<file path="config.mk">
export PLATFORM = sky130hd
export DESIGN_NAME = sqrt_adaptive_agc
export DESIGN_NICKNAME = d
export VERILOG_FILES = /design/src/rtl/core/agc_pkg.sv /design/src/rtl/core/agc_sqrt.sv /design/src/rtl/core/agc_div.sv /design/src/rtl/core/agc_smul.sv /design/src/rtl/core/sqrt_adaptive_agc.sv
export SDC_FILE = /design/constraint.sdc
export NUM_CORES = 1
export LEC_CHECK = 0
export BUFFER_PORTS_ARGS = -buffer_cell sky130_fd_sc_hd__buf_2
export CAP_MARGIN = 20
export CELL_PAD_IN_SITES_DETAIL_PLACEMENT = 1
export CELL_PAD_IN_SITES_GLOBAL_PLACEMENT = 2
export CORE_ASPECT_RATIO = 1.1
export CORE_MARGIN = 5
export CORE_UTILIZATION = 41
export DETAILED_ROUTE_END_ITERATION = 7
export HOLD_SLACK_MARGIN = 0.1
export PLACE_DENSITY = 0.81
export SLEW_MARGIN = 20
export SYNTH_ARGS = -nofsm -noshare
export SYNTH_HDL_FRONTEND = slang
export SYNTH_SLANG_ARGS = --single-unit
</file>
<file path="constraint.sdc">
create_clock -name clk -period 6.3 [get_ports clk]
set_input_delay 0.63 -clock clk [delete_from_list [all_inputs] [get_ports clk]]
set_output_delay 0.63 -clock clk [all_outputs]
set_load 0.02 [all_outputs]
</file>
<file path="src/rtl/core/agc_pkg.sv">
// shared types and constants for the square-root adaptive agc core
// no dependencies; imported by every module under rtl/core
package agc_pkg;

  // default field widths
  localparam int SAMPLE_WIDTH_DEF = 16;
  localparam int GAIN_WIDTH_DEF   = 24;

  // fixed widths of the root and divide path
  localparam int RAD_W   = 34;            // radicand, magnitude scaled up
  localparam int ROOT_W  = RAD_W / 2;     // floor sqrt of the radicand
  localparam int DIVR_W  = ROOT_W + 1;    // root plus one lsb
  localparam int DVD_W   = 28;            // target level times 4096
  localparam int REG_W   = 16;            // configuration register width
  localparam int DIGIT_W = 4;             // multiplier digit size

  localparam int GAIN_ONE = 4096;         // 1.0 in q12.12

  // register reset values
  localparam logic [REG_W-1:0] TARGET_RST = 16'd22938;
  localparam logic [REG_W-1:0] ATTACK_RST = 16'd393;
  localparam logic [REG_W-1:0] DECAY_RST  = 16'd23;

  // configuration register indexes
  typedef enum logic [1:0] {
    REG_TARGET = 2'd0,
    REG_ATTACK = 2'd1,
    REG_DECAY  = 2'd2
  } cfg_reg_t;

  // sequencer states
  typedef enum logic [2:0] {
    ST_IDLE,
    ST_SQRT,
    ST_DIV,
    ST_SEL,
    ST_BLEND,
    ST_MSTART,
    ST_MUL,
    ST_OUT
  } agc_state_t;

endpackage

</file>
<file path="src/rtl/core/agc_sqrt.sv">
// bit-serial integer square root, two radicand bits and one root bit a cycle
// depends on agc_pkg for the radicand and root widths
module agc_sqrt
  import agc_pkg::*;
(
  input  logic              clk,
  input  logic              rst_n,
  input  logic              start,
  input  logic [RAD_W-1:0]  radicand,
  output logic              done,
  output logic [ROOT_W-1:0] root
);

  localparam int CNT_W = $clog2(ROOT_W);

  logic [RAD_W-1:0]  rad_r, rad_nxt;
  logic [ROOT_W+1:0] rem_r, rem_nxt;
  logic [ROOT_W-1:0] root_r, root_nxt;
  logic [CNT_W-1:0]  cnt_r, cnt_nxt;
  logic              busy_r, busy_nxt;
  logic              done_r, done_nxt;

  logic [ROOT_W+3:0] cand;
  logic [ROOT_W+3:0] trial;

  always_comb begin
    cand     = {rem_r, rad_r[RAD_W-1 -: 2]};
    trial    = {2'b00, root_r, 2'b01};
    rad_nxt  = rad_r;
    rem_nxt  = rem_r;
    root_nxt = root_r;
    cnt_nxt  = cnt_r;
    busy_nxt = busy_r;
    done_nxt = 1'b0;
    if (start) begin
      rad_nxt  = radicand;
      rem_nxt  = '0;
      root_nxt = '0;
      cnt_nxt  = '0;
      busy_nxt = 1'b1;
    end else if (busy_r) begin
      rad_nxt = {rad_r[RAD_W-3:0], 2'b00};
      if (cand >= trial) begin
        rem_nxt  = (ROOT_W+2)'(cand - trial);
        root_nxt = {root_r[ROOT_W-2:0], 1'b1};
      end else begin
        rem_nxt  = (ROOT_W+2)'(cand);
        root_nxt = {root_r[ROOT_W-2:0], 1'b0};
      end
      cnt_nxt = cnt_r + CNT_W'(1);
      if (cnt_r == CNT_W'(ROOT_W - 1)) begin
        busy_nxt = 1'b0;
        done_nxt = 1'b1;
      end
    end
  end

  always_ff @(posedge clk) begin
    if (!rst_n) begin
      busy_r <= 1'b0;
      done_r <= 1'b0;
      cnt_r  <= '0;
    end else begin
      busy_r <= busy_nxt;
      done_r <= done_nxt;
      cnt_r  <= cnt_nxt;
    end
  end

  always_ff @(posedge clk) begin
    rad_r  <= rad_nxt;
    rem_r  <= rem_nxt;
    root_r <= root_nxt;
  end

  assign done = done_r;
  assign root = root_r;

endmodule

</file>
<file path="src/rtl/core/agc_div.sv">
// restoring divider, one quotient bit a cycle, quotient shifted into the dividend register
// depends on agc_pkg for the dividend and divisor widths
module agc_div
  import agc_pkg::*;
#(
  parameter int QUOT_W = 19
) (
  input  logic              clk,
  input  logic              rst_n,
  input  logic              start,
  input  logic [DVD_W-1:0]  dividend,
  input  logic [DIVR_W-1:0] divisor,
  output logic              done,
  output logic [QUOT_W-1:0] quot
);

  localparam int CNT_W = $clog2(QUOT_W);

  logic [DIVR_W-1:0] dsr_r, dsr_nxt;
  logic [DIVR_W-1:0] rem_r, rem_nxt;
  logic [QUOT_W-1:0] dvd_r, dvd_nxt;
  logic [CNT_W-1:0]  cnt_r, cnt_nxt;
  logic              busy_r, busy_nxt;
  logic              done_r, done_nxt;

  logic [DIVR_W:0]   cand;

  always_comb begin
    cand     = {rem_r, dvd_r[QUOT_W-1]};
    dsr_nxt  = dsr_r;
    rem_nxt  = rem_r;
    dvd_nxt  = dvd_r;
    cnt_nxt  = cnt_r;
    busy_nxt = busy_r;
    done_nxt = 1'b0;
    if (start) begin
      // upper dividend bits are already below the divisor
      dsr_nxt  = divisor;
      rem_nxt  = DIVR_W'(dividend[DVD_W-1:QUOT_W]);
      dvd_nxt  = dividend[QUOT_W-1:0];
      cnt_nxt  = '0;
      busy_nxt = 1'b1;
    end else if (busy_r) begin
      if (cand >= {1'b0, dsr_r}) begin
        rem_nxt = DIVR_W'(cand - {1'b0, dsr_r});
        dvd_nxt = {dvd_r[QUOT_W-2:0], 1'b1};
      end else begin
        rem_nxt = DIVR_W'(cand);
        dvd_nxt = {dvd_r[QUOT_W-2:0], 1'b0};
      end
      cnt_nxt = cnt_r + CNT_W'(1);
      if (cnt_r == CNT_W'(QUOT_W - 1)) begin
        busy_nxt = 1'b0;
        done_nxt = 1'b1;
      end
    end
  end

  always_ff @(posedge clk) begin
    if (!rst_n) begin
      busy_r <= 1'b0;
      done_r <= 1'b0;
      cnt_r  <= '0;
    end else begin
      busy_r <= busy_nxt;
      done_r <= done_nxt;
      cnt_r  <= cnt_nxt;
    end
  end

  always_ff @(posedge clk) begin
    dsr_r <= dsr_nxt;
    rem_r <= rem_nxt;
    dvd_r <= dvd_nxt;
  end

  assign done = done_r;
  assign quot = dvd_r;

endmodule

</file>
<file path="src/rtl/core/agc_smul.sv">
// digit-serial multiplier: signed a times unsigned b, one 4-bit digit of b a cycle
// depends on agc_pkg for the digit size
module agc_smul
  import agc_pkg::*;
#(
  parameter int AW = 17,
  parameter int BW = 16
) (
  input  logic                         clk,
  input  logic                         rst_n,
  input  logic                         start,
  input  logic signed [AW-1:0]         a,
  input  logic        [BW-1:0]         b,
  output logic                         done,
  output logic signed [AW+((BW+DIGIT_W-1)/DIGIT_W)*DIGIT_W-1:0] prod
);

  localparam int ND    = (BW + DIGIT_W - 1) / DIGIT_W;
  localparam int PBW   = ND * DIGIT_W;
  localparam int CNT_W = $clog2(ND);

  logic signed [AW-1:0]        a_r, a_nxt;
  logic        [PBW-1:0]       b_r, b_nxt;
  logic signed [AW:0]          p_r, p_nxt;
  logic        [PBW-1:0]       lo_r, lo_nxt;
  logic        [CNT_W-1:0]     cnt_r, cnt_nxt;
  logic                        busy_r, busy_nxt;
  logic                        done_r, done_nxt;

  logic signed [AW+DIGIT_W+1:0] sum;

  always_comb begin
    // running partial product, low digits retire into lo_r
    sum      = p_r + a_r * $signed({1'b0, b_r[DIGIT_W-1:0]});
    a_nxt    = a_r;
    b_nxt    = b_r;
    p_nxt    = p_r;
    lo_nxt   = lo_r;
    cnt_nxt  = cnt_r;
    busy_nxt = busy_r;
    done_nxt = 1'b0;
    if (start) begin
      a_nxt    = a;
      b_nxt    = PBW'(b);
      p_nxt    = '0;
      cnt_nxt  = '0;
      busy_nxt = 1'b1;
    end else if (busy_r) begin
      b_nxt   = b_r >> DIGIT_W;
      p_nxt   = (AW+1)'(sum >>> DIGIT_W);
      lo_nxt  = {sum[DIGIT_W-1:0], lo_r[PBW-1:DIGIT_W]};
      cnt_nxt = cnt_r + CNT_W'(1);
      if (cnt_r == CNT_W'(ND - 1)) begin
        busy_nxt = 1'b0;
        done_nxt = 1'b1;
      end
    end
  end

  always_ff @(posedge clk) begin
    if (!rst_n) begin
      busy_r <= 1'b0;
      done_r <= 1'b0;
      cnt_r  <= '0;
    end else begin
      busy_r <= busy_nxt;
      done_r <= done_nxt;
      cnt_r  <= cnt_nxt;
    end
  end

  always_ff @(posedge clk) begin
    a_r  <= a_nxt;
    b_r  <= b_nxt;
    p_r  <= p_nxt;
    lo_r <= lo_nxt;
  end

  assign done = done_r;
  assign prod = $signed({p_r[AW-1:0], lo_r});

endmodule

</file>
<file path="src/rtl/core/sqrt_adaptive_agc.sv">
// top level of the square-root adaptive agc: sequencer, gain state and stream ports
// depends on agc_pkg, agc_sqrt, agc_div and agc_smul
//
// usage
//   in_*  : one sample request per item; in_tdata holds sample_in (q2.x, signed),
//           in_tuser holds block_start, which puts the gain back to 1.0 first
//   out_* : one gain-controlled sample per request, q1.x, saturated to +/-1
//   cfg_* : register writes (0 target level, 1 attack rate, 2 decay rate);
//           cfg_ready is always high, other indexes are dropped; write only
//           while the core is idle
// timing
//   one item at a time; in_tready is high only while the sequencer is idle
//   an item runs the bit-serial root, the divider (one quotient bit a cycle),
//   the 4-bit digit blend multiply and the output multiply one after another
//   out_tvalid rises in the same cycle as in_tready returns
// reset and stalls
//   rst_n (synchronous, active low) clears the sequencer, empties the output
//   register, sets gain to 1.0 and the registers to their reset values
//   a stalled receiver holds out_tdata; the next item is still accepted and
//   worked on, and waits only at its final step for the output register
module sqrt_adaptive_agc
  import agc_pkg::*;
#(
  parameter int SAMPLE_WIDTH = SAMPLE_WIDTH_DEF,
  parameter int GAIN_WIDTH   = GAIN_WIDTH_DEF
) (
  input  logic                                    clk,
  input  logic                                    rst_n,
  // input channel
  input  logic                                    in_tvalid,
  output logic                                    in_tready,
  input  logic [((SAMPLE_WIDTH+7)/8)*8-1:0]       in_tdata,   // [SW-1:0] sample_in
  input  logic                                    in_tuser,   // block_start
  // result channel
  output logic                                    out_tvalid,
  input  logic                                    out_tready,
  output logic [((SAMPLE_WIDTH+7)/8)*8-1:0]       out_tdata,  // [SW-1:0] sample_out
  // configuration write channel
  input  logic                                    cfg_valid,
  output logic                                    cfg_ready,
  input  logic [1:0]                              cfg_index,
  input  logic [REG_W-1:0]                        cfg_data
);

  localparam int SW      = SAMPLE_WIDTH;
  localparam int GW      = GAIN_WIDTH;
  localparam int TDW     = ((SAMPLE_WIDTH + 7) / 8) * 8;
  // the root never drops below 2^((34-SW)/2), which bounds the quotient
  localparam int QUOT_W  = DVD_W - (RAD_W - SAMPLE_WIDTH) / 2;
  localparam int QX      = (QUOT_W > GAIN_WIDTH) ? QUOT_W : GAIN_WIDTH;
  // blend multiply: signed gain difference times a 16-bit rate
  localparam int BA_W    = GAIN_WIDTH + 1;
  localparam int BP_W    = BA_W + ((REG_W + DIGIT_W - 1) / DIGIT_W) * DIGIT_W;
  // output multiply: sample times gain
  localparam int OP_W    = SAMPLE_WIDTH + ((GAIN_WIDTH + DIGIT_W - 1) / DIGIT_W) * DIGIT_W;
  localparam int QV_W    = OP_W + 1 - 11;

  localparam logic [GW-1:0]          GAIN_MAX  = {GW{1'b1}};
  localparam logic [GW-1:0]          GAIN_RST  = GW'(GAIN_ONE);
  localparam logic signed [QV_W-1:0] OUT_MAX   = QV_W'((64'sd1 <<< (SAMPLE_WIDTH - 1)) - 1);
  localparam logic signed [QV_W-1:0] OUT_MIN   = ~OUT_MAX;

  // state and registers
  agc_state_t        state_r, state_nxt;
  logic [REG_W-1:0]  target_r, attack_r, decay_r;
  logic [GW-1:0]     gain_r, gain_nxt;
  logic [GW-1:0]     des_r, des_nxt;
  logic signed [SW-1:0] s_r, s_nxt;
  logic              out_valid_r, out_valid_nxt;
  logic [SW-1:0]     out_data_r, out_data_nxt;

  // unit handshakes
  logic              sqrt_start, sqrt_done;
  logic              div_start, div_done;
  logic              bmul_start, bmul_done;
  logic              omul_start, omul_done;
  logic [ROOT_W-1:0] root;
  logic [QUOT_W-1:0] quot;
  logic signed [BP_W-1:0] bprod;
  logic signed [OP_W-1:0] oprod;

  // input magnitude and radicand
  logic signed [SW:0] s_ext;
  logic [SW:0]        s_abs;
  logic [SW:0]        mag;
  logic [RAD_W-1:0]   radicand;

  // desired gain saturation
  logic [QX-1:0]      quot_x;

  // blend arithmetic
  logic signed [BA_W-1:0]  gdiff;
  logic [REG_W-1:0]        rate;
  logic signed [BP_W:0]    bsum;
  logic [GW+1:0]           gain_blend;

  // output rounding
  logic signed [OP_W:0]    rsum;
  logic signed [QV_W-1:0]  qv;
  logic [SW-1:0]           out_sat;

  logic in_acc;
  logic out_free;

  assign in_acc   = in_tvalid && in_tready;
  assign out_free = !out_valid_r || out_tready;

  // |s| + 1, exact for the most negative code
  always_comb begin
    s_ext    = $signed({in_tdata[SW-1], in_tdata[SW-1:0]});
    s_abs    = s_ext[SW] ? (SW+1)'(-s_ext) : (SW+1)'(s_ext);
    mag      = s_abs + (SW+1)'(1);
    radicand = {mag[SW-1:0], {(RAD_W-SW){1'b0}}};
  end

  // quotient clipped to the gain range
  always_comb begin
    quot_x  = QX'(quot);
    des_nxt = (quot_x > QX'(GAIN_MAX)) ? GAIN_MAX : GW'(quot);
  end

  // gain + ((des - gain) * rate + half) >> 16, saturated
  always_comb begin
    gdiff      = $signed({1'b0, des_r}) - $signed({1'b0, gain_r});
    rate       = (des_r < gain_r) ? attack_r : decay_r;
    bsum       = $signed({{(BP_W+1-GW-REG_W){1'b0}}, gain_r, {REG_W{1'b0}}})
                 + bprod + $signed((BP_W+1)'(32768));
    gain_blend = bsum[GW+REG_W+1:REG_W];
  end

  // round half up to q1.x and clip to +/-1
  always_comb begin
    rsum = oprod + $signed((OP_W+1)'(1024));
    qv   = rsum[OP_W:11];
    if (qv > OUT_MAX) begin
      out_sat = OUT_MAX[SW-1:0];
    end else if (qv < OUT_MIN) begin
      out_sat = OUT_MIN[SW-1:0];
    end else begin
      out_sat = qv[SW-1:0];
    end
  end

  // sequencer
  always_comb begin
    state_nxt     = state_r;
    gain_nxt      = gain_r;
    s_nxt         = s_r;
    out_valid_nxt = out_valid_r;
    out_data_nxt  = out_data_r;
    in_tready     = 1'b0;
    sqrt_start    = 1'b0;
    div_start     = 1'b0;
    bmul_start    = 1'b0;
    omul_start    = 1'b0;

    if (out_valid_r && out_tready) begin
      out_valid_nxt = 1'b0;
    end

    case (state_r)
      ST_IDLE: begin
        in_tready = 1'b1;
        if (in_tvalid) begin
          s_nxt      = $signed(in_tdata[SW-1:0]);
          sqrt_start = 1'b1;
          if (in_tuser) begin
            gain_nxt = GAIN_RST;
          end
          state_nxt = ST_SQRT;
        end
      end
      ST_SQRT: begin
        if (sqrt_done) begin
          div_start = 1'b1;
          state_nxt = ST_DIV;
        end
      end
      ST_DIV: begin
        if (div_done) begin
          state_nxt = ST_SEL;
        end
      end
      ST_SEL: begin
        bmul_start = 1'b1;
        state_nxt  = ST_BLEND;
      end
      ST_BLEND: begin
        if (bmul_done) begin
          gain_nxt  = (gain_blend > (GW+2)'(GAIN_MAX)) ? GAIN_MAX : gain_blend[GW-1:0];
          state_nxt = ST_MSTART;
        end
      end
      ST_MSTART: begin
        omul_start = 1'b1;
        state_nxt  = ST_MUL;
      end
      ST_MUL: begin
        if (omul_done) begin
          state_nxt = ST_OUT;
        end
      end
      ST_OUT: begin
        // wait here only while the previous result is still held
        if (out_free) begin
          out_valid_nxt = 1'b1;
          out_data_nxt  = out_sat;
          state_nxt     = ST_IDLE;
        end
      end
      default: begin
        state_nxt = ST_IDLE;
      end
    endcase
  end

  always_ff @(posedge clk) begin
    if (!rst_n) begin
      state_r     <= ST_IDLE;
      gain_r      <= GAIN_RST;
      out_valid_r <= 1'b0;
      target_r    <= TARGET_RST;
      attack_r    <= ATTACK_RST;
      decay_r     <= DECAY_RST;
    end else begin
      state_r     <= state_nxt;
      gain_r      <= gain_nxt;
      out_valid_r <= out_valid_nxt;
      if (cfg_valid && cfg_ready) begin
        case (cfg_index)
          REG_TARGET: target_r <= cfg_data;
          REG_ATTACK: attack_r <= cfg_data;
          REG_DECAY:  decay_r  <= cfg_data;
          default: begin
            // unknown index, write dropped
          end
        endcase
      end
    end
  end

  // payload registers
  always_ff @(posedge clk) begin
    s_r        <= s_nxt;
    out_data_r <= out_data_nxt;
    if (state_r == ST_DIV && div_done) begin
      des_r <= des_nxt;
    end
  end

  // root of the scaled magnitude
  agc_sqrt u_sqrt (
    .clk      (clk),
    .rst_n    (rst_n),
    .start    (sqrt_start && in_acc),
    .radicand (radicand),
    .done     (sqrt_done),
    .root     (root)
  );

  // target * 4096 / (root + 1)
  agc_div #(
    .QUOT_W (QUOT_W)
  ) u_div (
    .clk      (clk),
    .rst_n    (rst_n),
    .start    (div_start),
    .dividend ({target_r, 12'd0}),
    .divisor  (DIVR_W'(root) + DIVR_W'(1)),
    .done     (div_done),
    .quot     (quot)
  );

  // gain difference times the chosen rate
  agc_smul #(
    .AW (BA_W),
    .BW (REG_W)
  ) u_bmul (
    .clk   (clk),
    .rst_n (rst_n),
    .start (bmul_start),
    .a     (gdiff),
    .b     (rate),
    .done  (bmul_done),
    .prod  (bprod)
  );

  // sample times the updated gain
  agc_smul #(
    .AW (SW),
    .BW (GW)
  ) u_omul (
    .clk   (clk),
    .rst_n (rst_n),
    .start (omul_start),
    .a     (s_r),
    .b     (gain_r),
    .done  (omul_done),
    .prod  (oprod)
  );

  assign cfg_ready  = 1'b1;
  assign out_tvalid = out_valid_r;
  assign out_tdata  = TDW'(out_data_r);

endmodule
</file>
# Yosys cells after proc, flatten, opt, wreduce, memory -nomap -nowiden
# Cells that the tools add are included.
# word_totals
ff_bits,421
inputBits,40
out_inout_bits,19
# classes
add_sub_neg,15
mul,2
order_cmp,6
eq_ne,20
n_mux,55
n_bitwise,7
reduce_logical,30
# ops
op,count
$mux W24,6
$mux W16,5
$mux W34,2
$mux W19,3
$pmux W24 S2,1
$add A41 B41 Y42,1
$add A42 B17 Y42 const B,1
$add A40 B12 Y41 const B,1
$add A26 B30 Y30,1
$gt A30 B16 Y1 const B,1
$lt A30 B16 Y1 const B,1
$mul A25 B5 Y30,1
$mux W1,28
$gt A26 B24 Y1 const B,1
$sub A19 B24 Y25,1
$lt A19 B24 Y1,1
$pmux W3 S8,1
$add A17 B21 Y21,1
$ge A21 B19 Y1,1
$mul A16 B5 Y21,1
$ge A19 B18 Y1,1
$sub A19 B19 Y19,1
$add A17 B1 Y18 const B,1
$mux W18,1
other kinds (28),72

# Longest topological paths before layout
# Gate-level depths: netlist of run 1.
# depth
depth_word,6
ltp_mapped,20

# Cells and area by module
# From an unflattened synthesis of run 1, not the netlist that was laid out.
# unflattened
cells_unflattened,3127
hier_area_um2,30279.0
# by_module_without_submodules
module,n_inst,cells_per_inst,area_each_um2,seq_area_each_um2
sqrt_adaptive_agc,1,1048,8678.3,3052.9
agc_smul (u_bmul),1,787,7791.2,2312.2
agc_smul (u_omul),1,548,5977.0,2362.3
agc_sqrt,1,437,4386.7,1881.8
agc_div,1,307,3445.8,1701.6

# Worst setup path before layout of run 1
# Ideal clock, no wire load.
# synth_path
kind,reg2reg
startpoint,register u_bmul.b_r[0]
endpoint,register u_bmul.p_r[24]
setup_time_ns,0.116
t_arrival_ns,4.827
required_ns,6.184
setup_slack_ns,1.356
path_stages_with_launch,20
period_less_slack_ns,4.944
path_cell_list,edfxtp_1 > clkbuf_1 > clkbuf_1 > and2_1 > fa_1 > inv_1 > fa_1 > fa_1 > inv_1 > ha_1 > clkbuf_1 > a2111oi_0 > o31ai_1 > o22ai_1 > o41ai_1 > a2111oi_0 > o31ai_1 > o41ai_1 > mux2i_1 > nor2_1
# synth_via
elab_chain_len,2
# synth_lines
element,line_no,source
from (decl),agc_smul.sv:23,"logic [PBW-1:0] b_r, b_nxt;"
from (signal assigned),agc_smul.sv:74,b_r <= b_nxt;
$mul A25 B5 Y30,agc_smul.sv:34,"sum = p_r + a_r * $signed({1'b0, b_r[DIGIT_W-1:0]});"
$add A26 B30 Y30,agc_smul.sv:34,
to (signal assigned),agc_smul.sv:75,p_r <= p_nxt;
to (decl),agc_smul.sv:24,"logic signed [AW:0] p_r, p_nxt;"
# No other way between the ends.
# A chain may end at the register's enable or synchronous reset.

# Worst setup path in the final report of run 1
# Same ends and word-level chain as after synthesis.

==> metrics.csv, run 1 <==
metric,value,unit
total number of vias,20109,
worst vdd ir,214,uV
Syn Nets,3270,
Layout area overhead,9.73,%
Yosys reg bits,396,
average cell area after synthesis,9.25,sq um
Setup Buffers After CTS,0,
H-tree depth,2,
final HPWL from detailed placement,51.0,mm
Hold WC Path Type,primary input to flop,
GR Util met2,34.7,%
Longest Clk Path Bufs,3,
die area,71000,sq um
final setup violation count,0,
Post-Synthesis Cells,2914,
wire per inst,17.6,um
IO buf count,57,
sequential share of the synthesized area,36.7,%
Synth top area share,21.9,%
Critical Path Source Type,flop,
CTS Hold Buffers Added,0,
Power Density,414,nW/um^2
cts repair resizes,0,
CTS tree,built,
Fmax,0.174,GHz
die width,255,um
max_slew headroom,32.1,%
Setup CP Type,flop to flop,
largest net degree at the start of global routing,67,
CTS Sinks,396,
met3 Use GR,2.71,%
Clock Latency Late Sink,600,ps
Initial Utilization,41.4,%
GR peak layer,met2,
Site Rows,98,
Max Transition Viols Final,0,
"Cell Area, Synth",27000,sq um
crit end category,flop,
Final ANT Viol Nets,0,
DR iter-0 viols,861,
Final Hold Viols,0,
WHS,258,ps
Overflow after GRT,0,
maxcap violations,0,
Post-synth EDFFs,197,
initial antenna violation count,5,
RD Place Congestion,0.837,
setup TNS,0,ps
vias in the first global route,21921,
Worst Path Arrival,6260,ps
Setup Skew,32.1,ps
DRC,0,
Final Critical Period,5760,ps
RSZ-0062 raised after global routing,false,
"Async S/R FF share, synth",0,%
YS warnings,0,
via/cell ratio,5.25,
ranking of synthesized cells by area,"edfxtp_1 (22%), dfxtp_1 (15%), fa_1 (9.5%)",
CP required,6790,ps
Layout Nets,3296,
leading area contributor after synthesis,edfxtp_1,
WL final,67.5,mm
status,"finished, final reports clean",
Core Area,65100,sq um
met1 usage,23.3,%
share of cells above drive strength 1,6.38,%
Lkg Pwr,12.7,nW
distinct cell type count after synthesis,87,
clk root buf,clkbuf_16,
IO Pins,59,
slew at the pin closest to its max-slew limit,1020,ps
GRT Total Usage,18.9,%
Num CTS Buffers,48,
Crit Path Max Fanout,18,
Pre-antenna DRT Iters,5,
period utilization,91.4,%
top_reg_cell synth,dfxtp_1,
Die Height,279,um
"Clk pin slew, worst setup/hold paths",60,ps
first-pass GRT wire length,112,mm
layout by cell type, fill, tap and decap left out, drive strengths merged, types with 18 or more instances in the layout:
cell / instances
a21boi: 37
a21o: 48
a21oi: 147
a31oi: 19
and2: 121
and3: 27
buf: 75
clkbuf: 66
dfxtp: 199
edfxtp: 197
fa: 128
ha: 188
inv: 343
mux2i: 97
nand2: 346
nand2b: 18
nand3: 79
nand4: 24
nor2: 210
nor2b: 21
nor3: 41
o21a: 22
o21ai: 151
or3: 18
xnor2: 112
xor2: 67
final timing paths:
| kind | from | endpoint | slack, ps | cells after the start |
|---|---|---|---|---|
| setup reg to reg | u_bmul.b_r[0] | u_bmul.p_r[24] | 540 | 17 |
| hold / removal | in_tdata[6] | s_r[6] | 260 | 1 |
| setup / recovery | u_bmul.b_r[0] | u_bmul.p_r[24] | 540 | 17 |
| hold reg to reg | s_r[12] | u_omul.a_r[12] | 400 | 0 |
layer usage:
metal  part of all wire, %  vias up  wire length, um
li1                      -     9921                -
met1                    43     9883            29300
met2                    52      188            34800
met3                   2.6      111             1740
met4                   2.5        6             1710
met5                 0.033        -               22
report_power, final:
group / total, mW / switching (mW) / internal [mW]
sequential: 3.46 / 0.349 / 3.11
clock: 2.76 / 1.17 / 1.59
combinational: 6.02 / 3.54 / 2.47
total: 12.2 / 5.06 / 7.18
state kept, by name, indices dropped and copies added (netlist names), 18 cells and up:
register / flops
u_div.rem_r: 18
u_div.dsr_r: 18
gain_r: 24
u_omul.b_r: 24
u_sqrt.rem_r: 19
des_r: 19
u_bmul.a_r: 25
u_div.quot: 19
u_bmul.p_r: 26
synthesized netlist by cell type (all sizes together) (19+ instances only):
| cell type | number |
|---|---|
| nand2 | 346 |
| inv | 337 |
| nor2 | 210 |
| dfxtp | 199 |
| edfxtp | 197 |
| ha | 188 |
| o21ai | 151 |
| a21oi | 147 |
| fa | 128 |
| and2 | 121 |
| xnor2 | 112 |
| mux2i | 97 |
| clkbuf | 81 |
| nand3 | 79 |
| xor2 | 67 |
| a21o | 48 |
| nor3 | 41 |
| a21boi | 37 |
| and3 | 27 |
| nand4 | 24 |
| o21a | 22 |
| nor2b | 21 |
| a31oi | 19 |
per-stage QoR:
stage	setup slack [ps]	instances	total power, mW	cell area [sq um]	util (%)
6_report	539	3830	12.2	29600	45.4
5_1_grt	57.3	3830	13.3	29600	45.4
4_1_cts	498	3828	12.5	29600	45.4
3_5_place_dp	543	3740	9.60	28000	43.0
3_3_place_gp	725	3740	9.35	28000	43.0
2_1_floorplan	1360	2914	8.10	27000	-
cell type report:
class	instances	area [sq um]
Tap cell	850	1060
Clock inverter	22	205
Inverter	338	1270
Antenna cell	2	5.00
Sequential cell	396	9900
Timing Repair Buffer	75	420
Multi-Input combinational cell	2081	15400
Fill cell	7474	35500
Clock buffer	66	1350
kinds of logic after synthesis:
family                   Yosys count  share of synthesized area, %
AO/OA/AOI/OAI                    529                          12.3
multiplexers                     100                          3.73
buffers and inverters            437                          6.32
AND/OR/NAND/NOR                  956                          16.9
adder cells (fa/ha/maj)          316                          18.2
XOR/XNOR                         179                          5.81
other                              1                        0.0139
flip-flops                       396                          36.7
worst max-delay path: stages (launching register included):
cell       delay [ps]
edfxtp_1          800
buf_4             280
and2_1            150
fa_1              400
inv_1              70
fa_1              430
fa_1              540
inv_1              40
ha_1              390
a2111oi_0         510
o31ai_1           150
o22ai_1           180
o41ai_1           170
a2111oi_0         690
o31ai_1           220
o41ai_1           330
mux2i_1           220
nor2_1             60
Power figures use the tool's default switching activity.
==> run 2, diff against run 1 <==
Settings changed: CORE_UTILIZATION 41 to 42, SYNTH_HIERARCHICAL from default to 1.
==> run 2 against run 1 <==
First-iteration DRC count grew 8.4%. Hold slack improved by 3.5 ps. Clock-buffer cell count decreased by 1. Critical path type unchanged. Clock skew up 26 ps. Register-to-register slack improved by 970 ps. Worst setup slack improved by 970 ps. Synthesized cell count up 6.5%. Largest cell class unchanged. Cell count is 6.2% higher. Fmax rose by 20%. Non-clock buffer count shrank 2. Sequential share of layout area is 0.45 points lower.
==> metrics.csv, run 2 <==
metric,value,unit,change
Worst Path Arrival,5280,ps,-980 ps
IO buf count,57,,unchanged
Hold WC Path Type,primary input to flop,,
YS warnings,6,,+6
placed insts,3978,,+6.4%
share of cells above drive strength 1,9.83,%,+3.5 points
GRT Total Usage,19.9,%,+0.93 points
"CP delay by family, top",adder cells,,
Lkg Pwr,12.9,nW,+1.7%
Post-Synthesis Cells,3102,,+6.5%
Setup WS post-layout,1510,ps,+970 ps
status,"finished, final reports clean",,
first-pass GRT wire length,126,mm,+13%
H-tree depth,2,,unchanged
crit end category,flop,,
via/cell ratio,5.41,,+3.1%
DRC,0,,unchanged
"Clk pin slew, worst setup/hold paths",60,ps,about the same
worst vdd ir,482,uV,+130%
Final ANT Viol Nets,0,,unchanged
setup TNS,0,ps,unchanged
average cell area after synthesis,9.52,sq um,+2.9%
period utilization,76.0,%,-15 points
max FFs per register,34,,+31%
Int Power,7.98,mW,+11%
Final Critical Period,4790,ps,-970 ps
Biggest register,u_sqrt/rad_r,,
# fillers,7900,,+5.7%
wire per inst,18.8,um,+6.7%
"commonest non-fill, non-tap cell in the layout",inv_1,,
clk root buf,clkbuf_16,,
sw frac,44.7,%,+3.3 points
Setup Buffers After CTS,0,,unchanged
CP required,6790,ps,about the same
Final Hold Viols,0,,unchanged
Pre-antenna DRT Iters,5,,unchanged
RSZ-0062 raised after global routing,false,,
maxcap violations,0,,unchanged
RD Place Congestion,0.879,,+5.1%
Critical Path Source Type,flop,,
max_slew headroom,28.0,%,-4.2 points
Num CTS Buffers,48,,unchanged
Layout area overhead,8.35,%,
Site Rows,102,,+4.1%
Non-Filler Instances,4069,,+6.2%
Die Height,288,um,+3.3%
final HPWL from detailed placement,58.4,mm,+14%
CTS tree,built,,
vias in the first global route,24021,,+9.6%
Setup Skew,57.9,ps,+25.8 ps
slew at the pin closest to its max-slew limit,1080,ps,+62.4 ps
"Cell Area, Synth",29500,sq um,+9.5%
CTS Sinks,414,,+4.5%
total design power,14.4,mW,+18%
Fmax,0.209,GHz,+20%
Reg power frac,26.3,%,-1.9 points
total number of vias,22016,,+9.5%
DR iter-0 viols,933,,+8.4%
Core Area,70100,sq um,+7.6%
final setup violation count,0,,unchanged
initial antenna violation count,0,,-5
cts repair resizes,0,,unchanged
final core occ,45.7,%,+0.22 points
clock power share,20.0,%,-2.6 points
die width,263,um,+3.3%
Layout Nets,3451,,+4.7%
WL final,76.6,mm,+13%
Worst Path Buf+Inv,3,,unchanged
Max Transition Viols Final,0,,unchanged
Power Density,451,nW/um^2,+9.0%
"commonest non-fill, non-tap cells in the layout","inv_1 (359), nand2_1 (315), edfxtp_1 (227), ha_1 (191), dfxtp_1 (186)",,
Setup CP Type,flop to flop,,
combinational share of power,53.8,%,+4.6 points
IO Pins,59,,unchanged
CP max-delay cell,edfxtp_1,,
pre-CTS WS,1500,ps,+956 ps
die area,75700,sq um,+6.6%
Longest Clk Path Bufs,3,,unchanged
CP cell instances,nand2_1 > fa_1 > inv_1 > fa_1 > inv_1 > fa_1 > inv_1 > ha_1 > and2_1 > a221oi_2 > a21o_4 > a21oi_4 > or4_1 > o311ai_1,,
biggest regs,"u_sqrt/rad_r: 34 flops, u_bmul/p_r: 26 flops, u_bmul/a_r: 25 flops",,
Overflow after GRT,0,,unchanged
Crit Path Max Fanout,25,,+7
largest net degree at the start of global routing,65,,-3.0%
CTS Hold Buffers Added,0,,unchanged
Sw Pwr,6.44,mW,+27%
Clock Latency Late Sink,640,ps,+40 ps
"slowest stage delay, CP",940,ps,+140 ps
Initial Utilization,42.1,%,+0.73 points
## run 2: path summary, 6_finish.rpt
check | start | to | slack [ps] | depth (start not counted)
max | u_bmul/b_r[1] | u_bmul/p_r[13] | 1510 | 14
min | cfg_data[7] | target_r[7] | 260 | 3
max reg2reg | u_bmul/b_r[1] | u_bmul/p_r[13] | 1510 | 14
min reg2reg | s_r[9] | u_omul/a_r[9] | 420 | 0
## run 2: cell type report
cell class                      instances  area (sq um)  share of cell area, %
Multi-Input combinational cell       2193         16900                   52.7
Sequential cell                       414         10600                   33.0
Inverter                              362          1360                   4.25
Clock buffer                           65          1310                   4.08
Tap cell                              936          1170                   3.66
Timing Repair Buffer                   73           405                   1.27
Clock inverter                         25           322                   1.01
Antenna cell                            1          2.50                0.00782
## run 2: power by group through the flow
stage / Sequential, mW / Clock (mW) / Combinational (mW)
2_1_floorplan: 3.58 / 0 / 6.34
3_3_place_gp: 3.82 / 0 / 7.45
3_5_place_dp: 3.85 / 0 / 7.71
4_1_cts: 3.79 / 2.96 / 7.77
5_1_grt: 3.85 / 3.07 / 8.65
6_report: 3.79 / 2.88 / 7.75
## run 2: through the flow
stage / area (sq um) / hold WS, ps
floorplan: 29600 / 400
global placement: 30400 / 402
detailed placement: 30400 / 408
CTS: 32000 / 225
global route: 32000 / 234
finish: 32000 / 261
## run 2: tightest hold or removal path, stage by stage
cell and delay [ps]:
buf_2 110, nand2_1 60, nand3_1 70
## run 2: routing by layer
layer | track usage [%] | wire, um
met5 | 0 | 0
met4 | 4.14 | 1380
met3 | 2.25 | 1930
met2 | 36.0 | 38400
met1 | 25.8 | 34800
==> run 3, diff against run 2 <==
Settings changed: CORE_UTILIZATION 42 to 38, PLACE_DENSITY 0.81 to 0.77.
Clock period 6.3 ns to 4.09 ns, I/O delays scaled along.
==> run 3 against run 2 <==
The run now ends with negative setup slack left. Combinational power is 100% higher. Clock power increased by 52%. Sequential power grew 49%. Worst setup slack worse by 1600 ps. Hold slack worse by 110 ps. Routed wire length increased by 4.5%. Largest cell class unchanged. Clock skew fell by 46 ps. Fmax is 15% higher. Final area grew 6.9%. Non-clock buffer count grew 167. Clock-buffer cell count increased by 3. Via count rose by 2.9%.
==> metrics.csv, run 3 (same netlist as run 2, synthesis figures left out) <==
metric,value,unit,change
vias in the first global route,24515,,+2.1%
Hold WC Path Type,primary input to flop,,
RD Place Congestion,0.882,,+0.27%
GRT Total Usage,18.6,%,-1.2 points
"commonest non-fill, non-tap cell in the layout",inv_1,,
Crit Path Max Fanout,8,,-68%
total design power,25.7,mW,+79%
Biggest register,u_sqrt/rad_r,,
max_slew headroom,25.7,%,-2.3 points
DR iter-0 viols,870,,-6.8%
Reg area,10600,sq um,unchanged
Final Instance Area,34200,sq um,+6.9%
slew at the pin closest to its max-slew limit,1110,ps,+34.4 ps
Setup CP Type,flop to flop,,
WL final,80.0,mm,+4.5%
Num CTS Buffers,48,,unchanged
RSZ-0062 raised after global routing,true,,
CP required,4600,ps,-2190 ps
"commonest non-fill, non-tap cells in the layout","inv_1 (347), nand2_1 (309), edfxtp_1 (227), dfxtp_1 (186), nor2_1 (173)",,
Core Area,77200,sq um,+10%
Setup Skew,12.2,ps,-45.8 ps
Critical path destination,u_bmul/p_r[19],,
Overflow after GRT,0,,unchanged
worst vdd ir,772,uV,+60%
Final Critical Period,4150,ps,-638 ps
status,finished with violations,,
clk root buf,clkbuf_16,,
maxcap violations,0,,unchanged
Initial Utilization,38.2,%,-3.9 points
CTS Sinks,414,,unchanged
first-pass GRT wire length,128,mm,+1.9%
final setup violation count,9,,+9
Max Transition Viols Final,0,,unchanged
failing checks,negative setup slack,,
Non-Filler Instances,4333,,+6.5%
Hold Path Origin,in_tdata[4],,
area of the multi-input gates,17500,sq um,+3.9%
Worst Path Arrival,4660,ps,-620 ps
total number of vias,22665,,+2.9%
crit end category,flop,,
wire per inst,18.5,um,-1.9%
Worst setup startpoint,u_bmul/b_r[1],,
Power Density,752,nW/um^2,+67%
final core occ,44.3,%,-1.4 points
die width,276,um,+4.9%
IO buf count,57,,unchanged
Longest Clk Path Bufs,3,,unchanged
share of cells above drive strength 1,16.8,%,+6.9 points
DRC,0,,unchanged
initial antenna violation count,0,,unchanged
IO Pins,59,,unchanged
max FFs per register,34,,unchanged
final HPWL from detailed placement,60.3,mm,+3.3%
reg2reg start,u_bmul/b_r[1],,
Placed Area,31400,sq um,+3.6%
largest net degree at the start of global routing,67,,+3.1%
Clock Latency Late Sink,600,ps,-40 ps
via/cell ratio,5.23,,-3.3%
H-tree depth,2,,unchanged
biggest regs,"u_sqrt/rad_r: 34 flops, u_bmul/p_r: 26 flops, u_bmul/a_r: 25 flops",,
Reg2Reg Setup Slack,-60,ps,-1570 ps
Fmax,0.241,GHz,+15%
CTS tree,built,,
Die Height,302,um,+5.0%
# fillers,8786,,+11%
"Clk pin slew, worst setup/hold paths",60,ps,about the same
placed insts,4197,,+5.5%
Lkg Pwr,13.8,nW,+6.7%
Layout Nets,3618,,+4.8%
Critical Path Source Type,flop,,
Setup WS post-layout,-63.1,ps,-1570 ps
diode count,0,,-1
Site Rows,107,,+4.9%
die area,83400,sq um,+10%
Final Hold Viols,0,,unchanged
Final ANT Viol Nets,0,,unchanged
R2R Path End,u_bmul/p_r[19],,
Pre-antenna DRT Iters,5,,unchanged
Layout area overhead,15.9,%,
FF-to-FF path depth,18,,+4
period utilization,102,%,+25 points
==> run 3: worst min path at each step <==
stage / end / slack [ps] / depth (start not counted)
3_5_place_dp: u_omul/a_r[14] / 410 / 0
2_1_floorplan: u_omul/a_r[0] / 400 / 0
4_1_cts: s_r[4] / 110 / 1
5_1_grt: s_r[4] / 130 / 1
3_3_place_gp: u_omul/a_r[8] / 400 / 0
6_report: s_r[4] / 150 / 1
==> run 3: power by group <==
part | switching [mW] | leakage [nW] | internal [mW]
clock network | 1.83 | 0.785 | 2.55
logic | 8.79 | 9.41 | 6.92
registers | 0.469 | 3.62 | 5.19
==> run 3: final cells by class <==
| class | count | share of cell area [%] |
|---|---|---|
| tap | 1035 | 3.79 |
| clock inverter | 21 | 0.574 |
| inverter | 362 | 3.97 |
| timing repair buffer | 240 | 5.47 |
| sequential | 414 | 30.9 |
| clock buffer | 68 | 4.13 |
| multi-input combinational | 2193 | 51.2 |
==> run 3: stage by stage <==
step	worst slack, ps	hold WS [ps]	setup TNS [ps]
6_report	-63.1	150	-289
5_1_grt	-199	126	-2150
4_1_cts	-87.7	108	-281
3_5_place_dp	-144	406	-929
3_3_place_gp	-38.3	402	-139
2_1_floorplan	1.53	400	0
==> run 3: critical path: stages (launching register included) <==
cell	delay, ps
edfxtp_1	370
buf_6	140
buf_12	120
nand2_1	70
fa_1	520
inv_1	50
fa_1	480
inv_1	60
fa_1	520
inv_2	50
ha_4	220
buf_4	150
a21oi_2	150
o22ai_2	110
nor3_4	320
a21oi_4	160
buf_6	150
a311o_1	350
o221ai_2	60
==> run 3: repair_timing <==
item,in CTS,in global routing
setup buffers,1,13
endpoints found under the hold margin,59,0
pin swaps,4,46
setup endpoints to repair,14,29
cloned,0,4
hold buffers,29,0
gates resized for setup,19,119
==> run 3: routing by layer <==
metal  wire length, um  global-route usage, %
met5                 0                      0
met4              1560                   3.90
met3              1970                   2.22
met2             40600                   33.7
met1             35900                   24.1
